## src/rtl/sku_pkg.sv

```systemverilog
package sku_pkg;

    localparam int SKU_MAX_SAMPLES = 16;
    localparam int SKU_KEY_W       = 32;
    localparam int SKU_CLIP_W      = 8;
    localparam int SKU_ALPHA_W     = 16;
    localparam int SKU_CFG_IDX_W   = 2;
    localparam int SKU_CFG_DATA_W  = 32;

    // serial divider widths: dividend stream, divisor, partial remainder, step count
    localparam int SKU_DVD_W = 33;
    localparam int SKU_DEN_W = 36;
    localparam int SKU_REM_W = 37;
    localparam int SKU_STP_W = 6;
    localparam int SKU_MOD_STEPS  = 33;
    localparam int SKU_FRAC_STEPS = 16;

    typedef enum logic {
        OP_INSERT = 1'b0,
        OP_QUERY  = 1'b1
    } t_op;

    typedef enum logic [SKU_CFG_IDX_W-1:0] {
        CFG_RANGE_MIN   = 2'd0,
        CFG_RANGE_MAX   = 2'd1,
        CFG_WRAP_ENABLE = 2'd2
    } t_cfg_idx;

    typedef enum logic [3:0] {
        ST_IDLE,
        ST_INS_RD,
        ST_INS_CMP,
        ST_SHF_RD,
        ST_SHF_CMP,
        ST_COND,
        ST_MOD,
        ST_QRY_RD,
        ST_QRY_CMP,
        ST_FRAC,
        ST_DIV,
        ST_DONE
    } t_state;

    typedef struct packed {
        t_op                          op;
        logic signed [SKU_KEY_W-1:0]  position;
        logic [SKU_CLIP_W-1:0]        clip_id;
    } t_in_item;

    typedef struct packed {
        logic                    pair_valid;
        logic [SKU_CLIP_W-1:0]   first_clip;
        logic [SKU_CLIP_W-1:0]   second_clip;
        logic [SKU_ALPHA_W-1:0]  blend_alpha;
        logic                    insert_rejected;
    } t_out_item;

    typedef struct packed {
        logic                  start;
        logic [SKU_STP_W-1:0]  steps;
    } t_div_ctl;

    typedef struct packed {
        logic                    done;
        logic [SKU_REM_W-1:0]    rem;
        logic [SKU_ALPHA_W-1:0]  quo;
    } t_div_res;

endpackage

```

## src/rtl/sku_in_if.sv

```systemverilog
interface sku_in_if;
    import sku_pkg::*;

    logic     valid;
    logic     ready;
    t_in_item data;

    modport source (output valid, output data, input ready);
    modport sink   (input valid, input data, output ready);
endinterface

```

## src/rtl/sku_out_if.sv

```systemverilog
interface sku_out_if;
    import sku_pkg::*;

    logic      valid;
    logic      ready;
    t_out_item data;

    modport source (output valid, output data, input ready);
    modport sink   (input valid, input data, output ready);
endinterface

```

## src/rtl/sku_ram.sv

```systemverilog
module sku_ram #(
    parameter int WIDTH = 40,
    parameter int DEPTH = 16
) (
    input  logic                     i_clk,
    input  logic                     i_we,
    input  logic [$clog2(DEPTH)-1:0] i_waddr,
    input  logic [WIDTH-1:0]         i_wdata,
    input  logic [$clog2(DEPTH)-1:0] i_raddr,
    output logic [WIDTH-1:0]         o_rdata
);

    logic [WIDTH-1:0] r_mem [DEPTH];
    logic [WIDTH-1:0] r_rdata;

    // write one entry, read one registered
    always_ff @(posedge i_clk) begin
        if (i_we) begin
            r_mem[i_waddr] <= i_wdata;
        end
        r_rdata <= r_mem[i_raddr];
    end

    assign o_rdata = r_rdata;

endmodule

```

## src/rtl/sku_serdiv.sv

```systemverilog
module sku_serdiv (
    input  logic                            i_clk,
    input  logic                            i_rst_n,
    input  sku_pkg::t_div_ctl               i_ctl,
    input  logic [sku_pkg::SKU_REM_W-1:0]   i_rem_init,
    input  logic [sku_pkg::SKU_DVD_W-1:0]   i_dividend,
    input  logic [sku_pkg::SKU_DEN_W-1:0]   i_divisor,
    output sku_pkg::t_div_res               o_res
);
    import sku_pkg::*;

    logic                  r_busy;
    logic                  r_done;
    logic [SKU_STP_W-1:0]  r_cnt;
    logic [SKU_REM_W-1:0]  r_rem;
    logic [SKU_DVD_W-1:0]  r_dvd;
    logic [SKU_ALPHA_W-1:0] r_quo;
    logic [SKU_DEN_W-1:0]  r_den;

    logic [SKU_REM_W-1:0]  w_trial;
    logic                  w_ge;

    // shift in one dividend bit and try one subtraction
    assign w_trial = {r_rem[SKU_REM_W-2:0], r_dvd[SKU_DVD_W-1]};
    assign w_ge    = (w_trial >= {1'b0, r_den});

    // control
    always_ff @(posedge i_clk) begin
        if (!i_rst_n) begin
            r_busy <= 1'b0;
            r_done <= 1'b0;
            r_cnt  <= '0;
        end else begin
            r_done <= 1'b0;
            if (i_ctl.start) begin
                r_busy <= 1'b1;
                r_cnt  <= i_ctl.steps;
            end else if (r_busy) begin
                r_cnt <= r_cnt - SKU_STP_W'(1);
                if (r_cnt == SKU_STP_W'(1)) begin
                    r_busy <= 1'b0;
                    r_done <= 1'b1;
                end
            end
        end
    end

    // datapath
    always_ff @(posedge i_clk) begin
        if (i_ctl.start) begin
            r_rem <= i_rem_init;
            r_dvd <= i_dividend;
            r_den <= i_divisor;
            r_quo <= '0;
        end else if (r_busy) begin
            r_rem <= w_ge ? (w_trial - {1'b0, r_den}) : w_trial;
            r_dvd <= {r_dvd[SKU_DVD_W-2:0], 1'b0};
            r_quo <= {r_quo[SKU_ALPHA_W-2:0], w_ge};
        end
    end

    assign o_res.done = r_done;
    assign o_res.rem  = r_rem;
    assign o_res.quo  = r_quo;

endmodule

```

## src/rtl/sorted_key_blend_lookup.sv

```systemverilog
// Insert: compares entries in order for an equal key, then moves each larger entry up by one
// and writes the new key; a replace stops at its match, a reject compares all n entries.
// Query: conditions the position (a modulo division when it wraps), searches entries in order,
// then bounds or divides the fraction; an empty table skips to the result. One bit-serial divider.
// Throughput: one item at a time; the next beat is taken once the result reaches the output.
// Reset: synchronous active low; clears count, range, wrap flag and control, not the table.
module sorted_key_blend_lookup #(
    parameter int MAX_SAMPLES = sku_pkg::SKU_MAX_SAMPLES
) (
    input  logic                                i_clk,
    input  logic                                i_rst_n,
    sku_in_if.sink                              i_in,
    sku_out_if.source                           o_out,
    input  logic                                i_cfg_we,
    input  logic [sku_pkg::SKU_CFG_IDX_W-1:0]   i_cfg_idx,
    input  logic [sku_pkg::SKU_CFG_DATA_W-1:0]  i_cfg_data
);
    import sku_pkg::*;

    localparam int AW = $clog2(MAX_SAMPLES);
    localparam int CW = $clog2(MAX_SAMPLES + 1);
    localparam int EW = SKU_KEY_W + SKU_CLIP_W;

    t_state r_state, n_state;

    logic signed [SKU_KEY_W-1:0] r_min, r_max;
    logic                        r_wrap;

    t_op                          r_op, n_op;
    logic signed [SKU_KEY_W-1:0]  r_pos, n_pos;
    logic [SKU_CLIP_W-1:0]        r_clip, n_clip;
    logic [CW-1:0]                r_cnt, n_cnt;
    logic [CW-1:0]                r_idx, n_idx;
    logic signed [SKU_KEY_W-1:0]  r_v, n_v;
    logic                         r_below, n_below;
    logic signed [SKU_KEY_W-1:0]  r_prev_key, n_prev_key;
    logic [SKU_CLIP_W-1:0]        r_prev_clip, n_prev_clip;
    logic signed [SKU_KEY_W-1:0]  r_first_key, n_first_key;
    logic [SKU_CLIP_W-1:0]        r_first_clip, n_first_clip;
    logic signed [SKU_DEN_W-1:0]  r_num, n_num;
    logic signed [SKU_DEN_W-1:0]  r_den, n_den;
    t_out_item                    r_res, n_res;
    t_out_item                    r_out;
    logic                         r_out_valid;

    // table memory
    logic          w_we;
    logic [AW-1:0] w_waddr, w_raddr;
    logic [EW-1:0] w_wdata, w_rdata;

    // divider
    t_div_ctl              w_div_ctl;
    t_div_res              w_div_res;
    logic [SKU_REM_W-1:0]  w_div_init;
    logic [SKU_DVD_W-1:0]  w_div_dvd;
    logic [SKU_DEN_W-1:0]  w_div_den;

    logic signed [SKU_KEY_W-1:0]  w_rkey;
    logic [SKU_CLIP_W-1:0]        w_rclip;
    logic signed [SKU_KEY_W-1:0]  w_fkey;
    logic [SKU_CLIP_W-1:0]        w_fclip;
    logic signed [SKU_DVD_W-1:0]  w_lo, w_hi, w_pv, w_span;
    logic signed [SKU_DVD_W:0]    w_rem34;
    logic                         w_out_free;
    logic                         w_last;

    sku_ram #(
        .WIDTH (EW),
        .DEPTH (MAX_SAMPLES)
    ) u_ram (
        .i_clk   (i_clk),
        .i_we    (w_we),
        .i_waddr (w_waddr),
        .i_wdata (w_wdata),
        .i_raddr (w_raddr),
        .o_rdata (w_rdata)
    );

    sku_serdiv u_div (
        .i_clk      (i_clk),
        .i_rst_n    (i_rst_n),
        .i_ctl      (w_div_ctl),
        .i_rem_init (w_div_init),
        .i_dividend (w_div_dvd),
        .i_divisor  (w_div_den),
        .o_res      (w_div_res)
    );

    assign w_rkey  = signed'(w_rdata[EW-1:SKU_CLIP_W]);
    assign w_rclip = w_rdata[SKU_CLIP_W-1:0];
    assign w_fkey  = (r_idx == '0) ? w_rkey : r_first_key;
    assign w_fclip = (r_idx == '0) ? w_rclip : r_first_clip;
    assign w_lo    = SKU_DVD_W'(r_min);
    assign w_hi    = SKU_DVD_W'(r_max);
    assign w_pv    = SKU_DVD_W'(r_pos);
    assign w_span  = w_hi - w_lo;
    assign w_rem34 = signed'({1'b0, w_div_res.rem[SKU_DVD_W-1:0]});
    assign w_last  = ((r_idx + CW'(1)) == r_cnt);

    assign w_out_free = !r_out_valid || o_out.ready;
    assign i_in.ready = (r_state == ST_IDLE);

    // configuration registers
    always_ff @(posedge i_clk) begin
        if (!i_rst_n) begin
            r_min  <= '0;
            r_max  <= '0;
            r_wrap <= 1'b0;
        end else if (i_cfg_we) begin
            unique case (t_cfg_idx'(i_cfg_idx))
                CFG_RANGE_MIN:   r_min  <= signed'(i_cfg_data[SKU_KEY_W-1:0]);
                CFG_RANGE_MAX:   r_max  <= signed'(i_cfg_data[SKU_KEY_W-1:0]);
                CFG_WRAP_ENABLE: r_wrap <= i_cfg_data[0];
                default: ;
            endcase
        end
    end

    // control state
    always_ff @(posedge i_clk) begin
        if (!i_rst_n) begin
            r_state     <= ST_IDLE;
            r_cnt       <= '0;
            r_out_valid <= 1'b0;
        end else begin
            r_state <= n_state;
            r_cnt   <= n_cnt;
            if (r_state == ST_DONE && w_out_free) begin
                r_out_valid <= 1'b1;
            end else if (o_out.ready) begin
                r_out_valid <= 1'b0;
            end
        end
    end

    // working registers
    always_ff @(posedge i_clk) begin
        r_op         <= n_op;
        r_pos        <= n_pos;
        r_clip       <= n_clip;
        r_idx        <= n_idx;
        r_v          <= n_v;
        r_below      <= n_below;
        r_prev_key   <= n_prev_key;
        r_prev_clip  <= n_prev_clip;
        r_first_key  <= n_first_key;
        r_first_clip <= n_first_clip;
        r_num        <= n_num;
        r_den        <= n_den;
        r_res        <= n_res;
        if (r_state == ST_DONE && w_out_free) begin
            r_out <= r_res;
        end
    end

    assign o_out.valid = r_out_valid;
    assign o_out.data  = r_out;

    // sequencer
    always_comb begin
        n_state      = r_state;
        n_op         = r_op;
        n_pos        = r_pos;
        n_clip       = r_clip;
        n_cnt        = r_cnt;
        n_idx        = r_idx;
        n_v          = r_v;
        n_below      = r_below;
        n_prev_key   = r_prev_key;
        n_prev_clip  = r_prev_clip;
        n_first_key  = r_first_key;
        n_first_clip = r_first_clip;
        n_num        = r_num;
        n_den        = r_den;
        n_res        = r_res;
        w_we         = 1'b0;
        w_waddr      = r_idx[AW-1:0];
        w_wdata      = {r_pos, r_clip};
        w_raddr      = r_idx[AW-1:0];
        w_div_ctl    = '0;
        w_div_init   = '0;
        w_div_dvd    = '0;
        w_div_den    = '0;

        unique case (r_state)
            ST_IDLE: begin
                if (i_in.valid) begin
                    n_op   = i_in.data.op;
                    n_pos  = i_in.data.position;
                    n_clip = i_in.data.clip_id;
                    n_idx  = '0;
                    n_res  = '0;
                    if (i_in.data.op == OP_INSERT) begin
                        n_state = (r_cnt == '0) ? ST_SHF_RD : ST_INS_RD;
                    end else begin
                        n_state = (r_cnt == '0) ? ST_DONE : ST_COND;
                    end
                end
            end

            // look for an equal key
            ST_INS_RD: begin
                n_state = ST_INS_CMP;
            end

            ST_INS_CMP: begin
                if (w_rkey == r_pos) begin
                    w_we    = 1'b1;
                    n_state = ST_DONE;
                end else if (w_last) begin
                    if (r_cnt == CW'(MAX_SAMPLES)) begin
                        n_res.insert_rejected = 1'b1;
                        n_state = ST_DONE;
                    end else begin
                        n_idx   = r_cnt;
                        n_state = ST_SHF_RD;
                    end
                end else begin
                    n_idx   = r_idx + CW'(1);
                    n_state = ST_INS_RD;
                end
            end

            // move larger entries up by one, then drop the new key in
            ST_SHF_RD: begin
                w_raddr = AW'(r_idx - CW'(1));
                if (r_idx == '0) begin
                    w_we    = 1'b1;
                    n_cnt   = r_cnt + CW'(1);
                    n_state = ST_DONE;
                end else begin
                    n_state = ST_SHF_CMP;
                end
            end

            ST_SHF_CMP: begin
                w_we = 1'b1;
                if (w_rkey > r_pos) begin
                    w_wdata = w_rdata;
                    n_idx   = r_idx - CW'(1);
                    n_state = ST_SHF_RD;
                end else begin
                    n_cnt   = r_cnt + CW'(1);
                    n_state = ST_DONE;
                end
            end

            // condition the query position onto the axis
            ST_COND: begin
                n_idx   = '0;
                n_v     = r_pos;
                n_state = ST_QRY_RD;
                if (r_max == r_min) begin
                    n_v = r_max;
                end else if (r_wrap) begin
                    if (w_span > 0 && (r_pos < r_min || r_pos >= r_max)) begin
                        n_below          = (r_pos < r_min);
                        w_div_ctl.start  = 1'b1;
                        w_div_ctl.steps  = SKU_STP_W'(SKU_MOD_STEPS);
                        w_div_dvd        = (r_pos < r_min) ? unsigned'(w_lo - w_pv)
                                                           : unsigned'(w_pv - w_hi);
                        w_div_den        = SKU_DEN_W'(unsigned'(w_span));
                        n_state          = ST_MOD;
                    end
                end else if (r_pos < r_min) begin
                    n_v = r_min;
                end else if (r_pos > r_max) begin
                    n_v = r_max;
                end
            end

            ST_MOD: begin
                if (w_div_res.done) begin
                    n_v = r_below ? SKU_KEY_W'(SKU_DVD_W'(r_max) - w_rem34)
                                  : SKU_KEY_W'(SKU_DVD_W'(r_min) + w_rem34);
                    n_state = ST_QRY_RD;
                end
            end

            // search for the first key at or above the position
            ST_QRY_RD: begin
                n_state = ST_QRY_CMP;
            end

            ST_QRY_CMP: begin
                if (r_idx == '0) begin
                    n_first_key  = w_rkey;
                    n_first_clip = w_rclip;
                end
                n_res.pair_valid = 1'b1;
                if (w_rkey >= r_v) begin
                    if (r_idx == '0 || w_rkey == r_v) begin
                        n_res.first_clip  = w_rclip;
                        n_res.second_clip = w_rclip;
                        n_state = ST_DONE;
                    end else begin
                        n_res.first_clip  = r_prev_clip;
                        n_res.second_clip = w_rclip;
                        n_num   = SKU_DEN_W'(r_v) - SKU_DEN_W'(r_prev_key);
                        n_den   = SKU_DEN_W'(w_rkey) - SKU_DEN_W'(r_prev_key);
                        n_state = ST_FRAC;
                    end
                end else if (w_last) begin
                    n_res.first_clip = w_rclip;
                    if (r_wrap && r_max > r_min) begin
                        n_res.second_clip = w_fclip;
                        n_num   = SKU_DEN_W'(r_v) - SKU_DEN_W'(w_rkey);
                        n_den   = SKU_DEN_W'(r_max) + SKU_DEN_W'(w_fkey)
                                - SKU_DEN_W'(r_min) - SKU_DEN_W'(w_rkey);
                        n_state = ST_FRAC;
                    end else begin
                        n_res.second_clip = w_rclip;
                        n_state = ST_DONE;
                    end
                end else begin
                    n_prev_key  = w_rkey;
                    n_prev_clip = w_rclip;
                    n_idx       = r_idx + CW'(1);
                    n_state     = ST_QRY_RD;
                end
            end

            // bound the fraction, else divide it bit by bit
            ST_FRAC: begin
                if (r_num <= 0 || r_den <= 0) begin
                    n_state = ST_DONE;
                end else if (r_num >= r_den) begin
                    n_res.blend_alpha = '1;
                    n_state = ST_DONE;
                end else begin
                    w_div_ctl.start = 1'b1;
                    w_div_ctl.steps = SKU_STP_W'(SKU_FRAC_STEPS);
                    w_div_init      = SKU_REM_W'(unsigned'(r_num));
                    w_div_den       = unsigned'(r_den);
                    n_state         = ST_DIV;
                end
            end

            ST_DIV: begin
                if (w_div_res.done) begin
                    n_res.blend_alpha = w_div_res.quo;
                    n_state = ST_DONE;
                end
            end

            // hand the result to the output register
            ST_DONE: begin
                if (w_out_free) begin
                    n_state = ST_IDLE;
                end
            end

            default: n_state = ST_IDLE;
        endcase
    end

endmodule
```

## src/flat_wrapper.sv

```systemverilog
// flat-port wrapper written by rule: the top's interface ports become plain ports
module sorted_key_blend_lookup_flat import sku_pkg::*;
#(
    parameter int MAX_SAMPLES = sku_pkg::SKU_MAX_SAMPLES
)
  (i_clk, i_rst_n, i_cfg_we, i_cfg_idx, i_cfg_data, i_in_valid, i_in_data, i_in_ready, o_out_valid, o_out_data, o_out_ready);
  sku_in_if i_in_i ();
  sku_out_if o_out_i ();
  input  logic i_clk;
  input  logic i_rst_n;
  input  logic i_cfg_we;
  input  logic [sku_pkg::SKU_CFG_IDX_W-1:0] i_cfg_idx;
  input  logic [sku_pkg::SKU_CFG_DATA_W-1:0] i_cfg_data;
  input wire logic [$bits(i_in_i.valid)-1:0] i_in_valid;
  input wire logic [$bits(i_in_i.data)-1:0] i_in_data;
  output wire logic [$bits(i_in_i.ready)-1:0] i_in_ready;
  output wire logic [$bits(o_out_i.valid)-1:0] o_out_valid;
  output wire logic [$bits(o_out_i.data)-1:0] o_out_data;
  input wire logic [$bits(o_out_i.ready)-1:0] o_out_ready;
  assign i_in_i.valid = i_in_valid;
  assign i_in_i.data = i_in_data;
  assign i_in_ready = i_in_i.ready;
  assign o_out_valid = o_out_i.valid;
  assign o_out_data = o_out_i.data;
  assign o_out_i.ready = o_out_ready;
  sorted_key_blend_lookup #(.MAX_SAMPLES(MAX_SAMPLES)) u_core (.i_clk(i_clk), .i_rst_n(i_rst_n), .i_in(i_in_i), .o_out(o_out_i), .i_cfg_we(i_cfg_we), .i_cfg_idx(i_cfg_idx), .i_cfg_data(i_cfg_data));
endmodule
```

## config.mk

```make
export PLATFORM = sky130hd
export DESIGN_NAME = sorted_key_blend_lookup_flat
export DESIGN_NICKNAME = d
export VERILOG_FILES = /design/src/rtl/sku_pkg.sv /design/src/rtl/sku_in_if.sv /design/src/rtl/sku_out_if.sv /design/src/rtl/sku_ram.sv /design/src/rtl/sku_serdiv.sv /design/src/rtl/sorted_key_blend_lookup.sv /design/src/flat_wrapper.sv
export SDC_FILE = /design/constraint.sdc
export NUM_CORES = 2
export LEC_CHECK = 0
export ABC_AREA = 0
export CORE_MARGIN = 10
export CORE_UTILIZATION = 61
export DETAILED_ROUTE_END_ITERATION = 8
export DONT_BUFFER_PORTS = 1
export GPL_TIMING_DRIVEN = 0
export PLACE_DENSITY = 0.74
export SLEW_MARGIN = 20
export SYNTH_ARGS = -nofsm -noshare
export SYNTH_HDL_FRONTEND = slang
export SYNTH_HIERARCHICAL = 1
export SYNTH_SLANG_ARGS = --single-unit
export TNS_END_PERCENT = 20
```

## constraint.sdc

```tcl
create_clock -name i_clk -period 7.1 [get_ports i_clk]
set_input_delay 1.065 -clock i_clk [delete_from_list [all_inputs] [get_ports i_clk]]
set_output_delay 1.065 -clock i_clk [all_outputs]
set_load 0.01 [all_outputs]
```

After elaboration in Yosys (flattened, before gate mapping). Memories as Yosys holds them, arrays and structs flattened. A register that Yosys moved wholly into a read port is not among the register bits. Cells that the tools add are included.

Output and inout port bits: 36. Latch bits: 0. Bits in writable memories: 640. Word-level logic and storage cells: 246. Bits of input ports: 80. Memory bits (read-only): 0. Memories kept: 1. Register bits: 502.

Divide/modulo/power cells: 0. Multipliers: 0. Reduce and logical (&&, ||, !) cells: 38. Eq/ne operators: 36. Shift operators: 0. Magnitude comparators: 11. Bitwise gates (word level): 5. Muxes and demuxes: 105. $add $sub $neg: 16.

Memory list: u_core.u_ram.r_mem (depth 16, width 40, rd ports 1, clocked after memory_dff 1, write ports 1, RTL line sku_ram.sv:13) `logic [WIDTH-1:0] r_mem [DEPTH];`.

Operator list (number): 36-bit two-way mux (18); 33-bit two-way mux (8); 32-bit two-way mux (7); 32-bit by 32-bit subtractor with 33-bit output (6); 32-bit equality test (3); 32-bit > comparator (3); 16-bit two-way mux (6); 40-bit two-way mux (2); 36-bit by 1-bit less-or-equal comparator with 1-bit output, second input constant (2); 36-bit case mux with 2 select lines (1); 4-bit two-way mux (17); 32-bit >= comparator (2); 32-bit case mux with 2 select lines (1); 16-bit case mux with 3 select lines (1); 4-bit case mux with 12 select lines (1); 5-bit two-way mux (9); 37-bit by 36-bit >= comparator with 1-bit output (1); 36-bit >= comparator (1); 36-bit by 32-bit subtractor with 36-bit output (1); 36-bit subtractor (1); 7-bit two-way mux (5); 34-bit two-way mux (1); 17-bit case mux with 2 select lines (1); 33-bit by 32-bit subtractor with 34-bit output (1); other kinds (46) (112).

Longest topological paths before layout.
Depth in word-level cells: 8. Mapped depth: 25. Gate-level depth less buffers: 23.

Modules after synthesis. Netlist, hierarchy kept.

By module, submodules not included: sorted_key_blend_lookup (sequential area each 10329.9 sq um, cells an instance 4085, area an instance 34742.1 sq um, instances 1); sku_ram (sequential area each 20019.2 sq um, cells an instance 1040, area an instance 25132.9 sq um, instances 1); sku_serdiv (sequential area each 3663.5 sq um, cells an instance 718, area an instance 7564.8 sq um, instances 1).

Worst setup path after synthesis. Ideal clock, no wire load.

Path type: register to register. From: register u_core.r_min[1]. To: register u_core.r_den[0] (enable). Cell stages (with the launch flop): 15. Data required time: 6.605 ns. Arrival time: 5.976 ns. Path buffers: 1. Slack: 0.629 ns. Library setup time: 0.495 ns. Cells stage by stage: dfxtp_1 > inv_1 > ha_1 > nor2b_1 > o2111ai_1 > a31oi_1 > o2111ai_2 > a31oi_2 > a41oi_2 > o21ai_1 > o31ai_1 > a311o_1 > buf_2 > nor2b_1 > nor2_1.

Cells in the longest elaborated chain, start to end: 4.

RTL lines: start: declaration (RTL line sorted_key_blend_lookup.sv:26) `logic signed [SKU_KEY_W-1:0] r_min, r_max;`; start signal: assignment (RTL line sorted_key_blend_lookup.sv:111) `CFG_RANGE_MIN: r_min <= signed'(i_cfg_data[SKU_KEY_W-1:0]);`; 32-bit > comparator (RTL line sorted_key_blend_lookup.sv:305) `if (r_wrap && r_max > r_min) begin`; 1-bit logical AND (RTL line sorted_key_blend_lookup.sv:305); 2-bit nonzero test (no line); 4-bit AND reduction (no line); end signal: assignment (RTL line sorted_key_blend_lookup.sv:149) `r_den <= n_den;`; end: declaration (RTL line sorted_key_blend_lookup.sv:41) `logic signed [SKU_DEN_W-1:0] r_den, n_den;`.

No other way between the ends. A chain may end at the register's enable or synchronous reset.

==> metrics.txt <==
# TYPE chip_impl_metric gauge
chip_impl_metric{name="part_of_the_total_power_dissipated_in_combinational_logic",unit="%"} 47.2
chip_impl_metric{name="final_core_utilization",unit="%"} 68.2
chip_impl_metric{name="core",unit="mm2"} 0.109
chip_impl_metric{name="cp_max_fo",unit=""} 22
chip_impl_info{name="cp_cell_sequence",value="clkbuf_1, inv_1, ha_1, clkbuf_1, nand3_1, or3_1, o31ai_2, o31a_1, and4_1, nand2b_1, buf_4, nand2b_2, buf_16, clkbuf_1, clkbuf_2, buf_2, buf_1, nor2_1"} 1
chip_impl_metric{name="synth_cells",unit=""} 5834
chip_impl_metric{name="placedInstanceArea",unit="mm2"} 0.0704
chip_impl_metric{name="timing.critical_path.arrival",unit="ps"} 7690
chip_impl_metric{name="worst_path_largest_cell_delay",unit="ps"} 670
chip_impl_metric{name="num-nets-final",unit=""} 6592
chip_impl_info{name="tritoncts",value="built"} 1
chip_impl_metric{name="dr_total_vias",unit=""} 51400
chip_impl_metric{name="routedLengthMet1",unit="um"} 86500
chip_impl_info{name="failing_checks",value="setup timing"} 1
chip_impl_metric{name="worst-endpoint-required",unit="ps"} 7670
chip_impl_metric{name="timing.clock.skew",unit="ps"} 76.1
chip_impl_info{name="critPathMostFrequentCell",value="sky130_fd_sc_hd__clkbuf_1"} 1
chip_impl_metric{name="power_leakage",unit="nW"} 28.6
chip_impl_metric{name="detailedPlacementHpwl",unit="um"} 171000
chip_impl_metric{name="final_layout_size_suffix_gt1_share",unit="%"} 9.79
chip_impl_metric{name="antenna_found_initial",unit=""} 19
chip_impl_metric{name="avgRoutedWirePerCell",unit="um"} 30.4
chip_impl_metric{name="proportion_of_power_drawn_by_the_clock_network",unit="%"} 21.7
chip_impl_metric{name="cts_hold_buf",unit=""} 0
chip_impl_metric{name="die_w",unit="um"} 352
chip_impl_metric{name="cts.path.max_buffers",unit=""} 3
chip_impl_metric{name="hold_viol",unit=""} 0
chip_impl_metric{name="worst_voltage_drop_across_the_vdd_grid",unit="mV"} 0.287
chip_impl_metric{name="period_minus_slack",unit="ps"} 7120
chip_impl_metric{name="placed_cells",unit=""} 7392
chip_impl_metric{name="placementRows",unit=""} 121
chip_impl_metric{name="grt_overflow_total",unit=""} 0
chip_impl_metric{name="postRouteWirelength",unit="um"} 232000
chip_impl_info{name="slowest_stage",value="sky130_fd_sc_hd__o31ai_2"} 1
chip_impl_metric{name="drt_first_pass_iters",unit=""} 8
chip_impl_metric{name="relSlewSlack",unit="%"} 15.0
chip_impl_metric{name="synth_area",unit="mm2"} 0.0674
chip_impl_metric{name="power_per_cell_area",unit="mW/mm2"} 402
chip_impl_metric{name="max_cap_violations",unit=""} 0
chip_impl_metric{name="nFillCells",unit=""} 7844
chip_impl_info{name="critical_path.top_delay_family",value="buffers and inverters"} 1
chip_impl_metric{name="detail_route.drc_violations",unit=""} 0
chip_impl_metric{name="timing.final.max_slew_violations",unit=""} 0
chip_impl_metric{name="area_growth",unit="%"} 10.7
chip_impl_metric{name="internal_power",unit="mW"} 17.9
chip_impl_info{name="highest-signal-layer",value="met5"} 1
chip_impl_metric{name="p_sw_share",unit="%"} 40.2
chip_impl_info{name="crit_path_launch_type",value="flop"} 1
chip_impl_info{name="min_path_type",value="reg -> reg"} 1
chip_impl_metric{name="synth.avg_cell_area",unit="um2"} 11.5
chip_impl_metric{name="stdcell_area",unit="mm2"} 0.0746
chip_impl_metric{name="grt_start_max_net_pins",unit=""} 47
chip_impl_metric{name="initialDrtViolationCount",unit=""} 6756
chip_impl_metric{name="initial_core_util",unit="%"} 61.6
chip_impl_metric{name="critical_path.n_buffers_inverters",unit=""} 9
chip_impl_metric{name="clk-insertion-delay-late",unit="ps"} 770
chip_impl_metric{name="io_buffer_count",unit=""} 0
chip_impl_metric{name="tightestPinTransition",unit="ps"} 1270
chip_impl_info{name="worst-setup-path-type",value="reg -> reg"} 1
chip_impl_metric{name="yosys_warns",unit=""} 6
chip_impl_metric{name="first_global_vias",unit=""} 49300
chip_impl_metric{name="detailroute.wirelength.met2",unit="um"} 107000
chip_impl_metric{name="fin_cells",unit=""} 7627
chip_impl_metric{name="route.met3.wl",unit="um"} 23400
chip_impl_info{name="buffer_cell_driving_the_clock_tree_root",value="sky130_fd_sc_hd__clkbuf_16"} 1
chip_impl_info{name="cp-end-kind",value="flop"} 1
chip_impl_metric{name="finalCritPeriodShare",unit="%"} 100
chip_impl_metric{name="global_route_wire_length_before_repair",unit="um"} 334000
chip_impl_metric{name="maxClockFrequency",unit="MHz"} 140
chip_impl_metric{name="cts.reportedPaths.clkPinSlew",unit="ps"} 60
chip_impl_metric{name="sink_count",unit=""} 1178
chip_impl_metric{name="die-area",unit="mm2"} 0.124
chip_impl_metric{name="grt_use_total",unit="%"} 36.3
chip_impl_metric{name="report.final.setup_viol",unit=""} 2
chip_impl_metric{name="cts-buffers-inserted",unit=""} 116
chip_impl_metric{name="timing.final.ws_setup",unit="ps"} -20.9
chip_impl_metric{name="ant_nets",unit=""} 0
chip_impl_metric{name="detail_route.vias_per_cell",unit=""} 6.74
chip_impl_metric{name="routability_congestion",unit=""} 1.03
chip_impl_info{name="outcome",value="finished with violations"} 1
chip_impl_metric{name="die_height",unit="um"} 352
chip_impl_metric{name="power.share.sequential",unit="%"} 31.1
chip_impl_metric{name="power.switching",unit="mW"} 12.1
chip_impl_info{name="unrepaired_setup_endpoints_after_global_routing",value="true"} 1
chip_impl_metric{name="ios",unit=""} 116
chip_impl_metric{name="cts-htree-levels",unit=""} 3
## path summary, 6_finish.rpt
kind               startpoint                    end  slack (ps)  cells after the start
min          u_core/r_res[24]  u_core/o_out.data[24]         400                      0
max          u_core/r_max[31]  u_core/u_div/r_quo[6]         -20                     18
min reg2reg  u_core/r_res[24]  u_core/o_out.data[24]         400                      0
max reg2reg  u_core/r_max[31]  u_core/u_div/r_quo[6]         -20                     18
## registers in the layout (all words and copies together), names as in the netlist, 5 cells and up
register and count:
u_core/u_ram/o_rdata 40, u_core/r_first_key 32, u_core/r_min 32, u_core/r_prev_clip 8
u_core/r_first_clip 8, u_core/u_div/r_quo 16, u_core/r_den 35, u_core/r_cnt 5
u_core/r_prev_key 32, u_core/u_div/r_den 36, u_core/u_div/r_rem 36, u_core/o_out.data 34
u_core/u_div/r_cnt 6, u_core/r_pos 32, u_core/u_ram/r_mem 640, u_core/u_div/r_dvd 33
u_core/r_idx 5, u_core/r_num 33, u_core/r_max 32, u_core/r_clip 8
u_core/r_v 32, u_core/r_res 34
## timing repair
action	in CTS	in global routing
gates resized for setup	10	7
buffers inserted	0	7
gates cloned	0	1
setup endpoints to repair	128	125
## cells in the final DEF, fill, tap and decap left out, types with 43 or more instances in the layout
cell type                   count
sky130_fd_sc_hd__a21o_1       183
sky130_fd_sc_hd__inv_1        358
sky130_fd_sc_hd__mux4_2       100
sky130_fd_sc_hd__a22oi_1       82
sky130_fd_sc_hd__nor2b_1       57
sky130_fd_sc_hd__ha_1         398
sky130_fd_sc_hd__nand4_1       56
sky130_fd_sc_hd__nor2_1       380
sky130_fd_sc_hd__edfxtp_1    1039
sky130_fd_sc_hd__nor3_1        66
sky130_fd_sc_hd__a21oi_1      383
sky130_fd_sc_hd__buf_4         45
sky130_fd_sc_hd__o21ai_0      293
sky130_fd_sc_hd__and3_1        79
sky130_fd_sc_hd__nand3_1       94
sky130_fd_sc_hd__o21a_1        62
sky130_fd_sc_hd__nand2_1      543
sky130_fd_sc_hd__a211oi_1      62
sky130_fd_sc_hd__mux2i_1       54
sky130_fd_sc_hd__dfxtp_1      136
sky130_fd_sc_hd__clkbuf_1     183
sky130_fd_sc_hd__a21boi_0      77
sky130_fd_sc_hd__mux2_2        60
sky130_fd_sc_hd__xor2_1       108
sky130_fd_sc_hd__xnor2_1      166
sky130_fd_sc_hd__clkbuf_16    119
sky130_fd_sc_hd__mux4_1        60
sky130_fd_sc_hd__nand2b_1      61
sky130_fd_sc_hd__o21bai_1      43
sky130_fd_sc_hd__fa_1          74
## power groups by stage
| stage | sequential [mW] | combinational [mW] | clock, mW |
|---|---|---|---|
| CTS | 9.29 | 13.8 | 6.55 |
| global placement | 9.45 | 13.1 | 0 |
| finish | 9.31 | 14.2 | 6.49 |
| global route | 9.32 | 15.2 | 6.80 |
| floorplan | 9.12 | 9.70 | 0 |
| detailed placement | 9.43 | 13.5 | 0 |
## cell type report
type,instances,area [um2],area share (%)
inverters,363,1370,1.83
plain buffers,239,1170,1.57
multi-input cells,4061,31100,41.7
repair buffers,81,1050,1.40
clock buffers,139,3120,4.19
well taps,1476,1850,2.48
clock inverters,79,895,1.20
flip-flops and latches,1178,34000,45.6
diodes,11,27.5,0.0369
## stage by stage
step / hold WS (ps) / total power, mW / setup WS, ps / TNS (ps)
3_5_place_dp: 406 / 22.9 / -784 / -25660
4_1_cts: 376 / 29.6 / -29.6 / -455
5_1_grt: 384 / 31.3 / -0.653 / -0.653
6_report: 401 / 30.0 / -20.9 / -31.3
2_1_floorplan: 400 / 18.8 / 629 / 0
3_3_place_gp: 402 / 22.5 / -2690 / -807380
## worst reg2reg max path, stage by stage (launching register included)
cell                       delay [ps]
sky130_fd_sc_hd__dfxtp_1          480
sky130_fd_sc_hd__clkbuf_1         490
sky130_fd_sc_hd__inv_1            100
sky130_fd_sc_hd__ha_1             290
sky130_fd_sc_hd__clkbuf_1         660
sky130_fd_sc_hd__nand3_1          240
sky130_fd_sc_hd__or3_1            590
sky130_fd_sc_hd__o31ai_2          670
sky130_fd_sc_hd__o31a_1           250
sky130_fd_sc_hd__and4_1           350
sky130_fd_sc_hd__nand2b_1         130
sky130_fd_sc_hd__buf_4            230
sky130_fd_sc_hd__nand2b_2         370
sky130_fd_sc_hd__buf_16           230
sky130_fd_sc_hd__clkbuf_1         470
sky130_fd_sc_hd__clkbuf_2         400
sky130_fd_sc_hd__buf_2            500
sky130_fd_sc_hd__buf_1            420
sky130_fd_sc_hd__nor2_1           120
## per-layer routing
metal  up-vias  GRT usage, %
met1     25100          47.1
li1      22300             -
met5         -             0
met3       643          5.98
met2      3342          58.1
met4        12          19.7
Power figures use the tool's default switching activity.
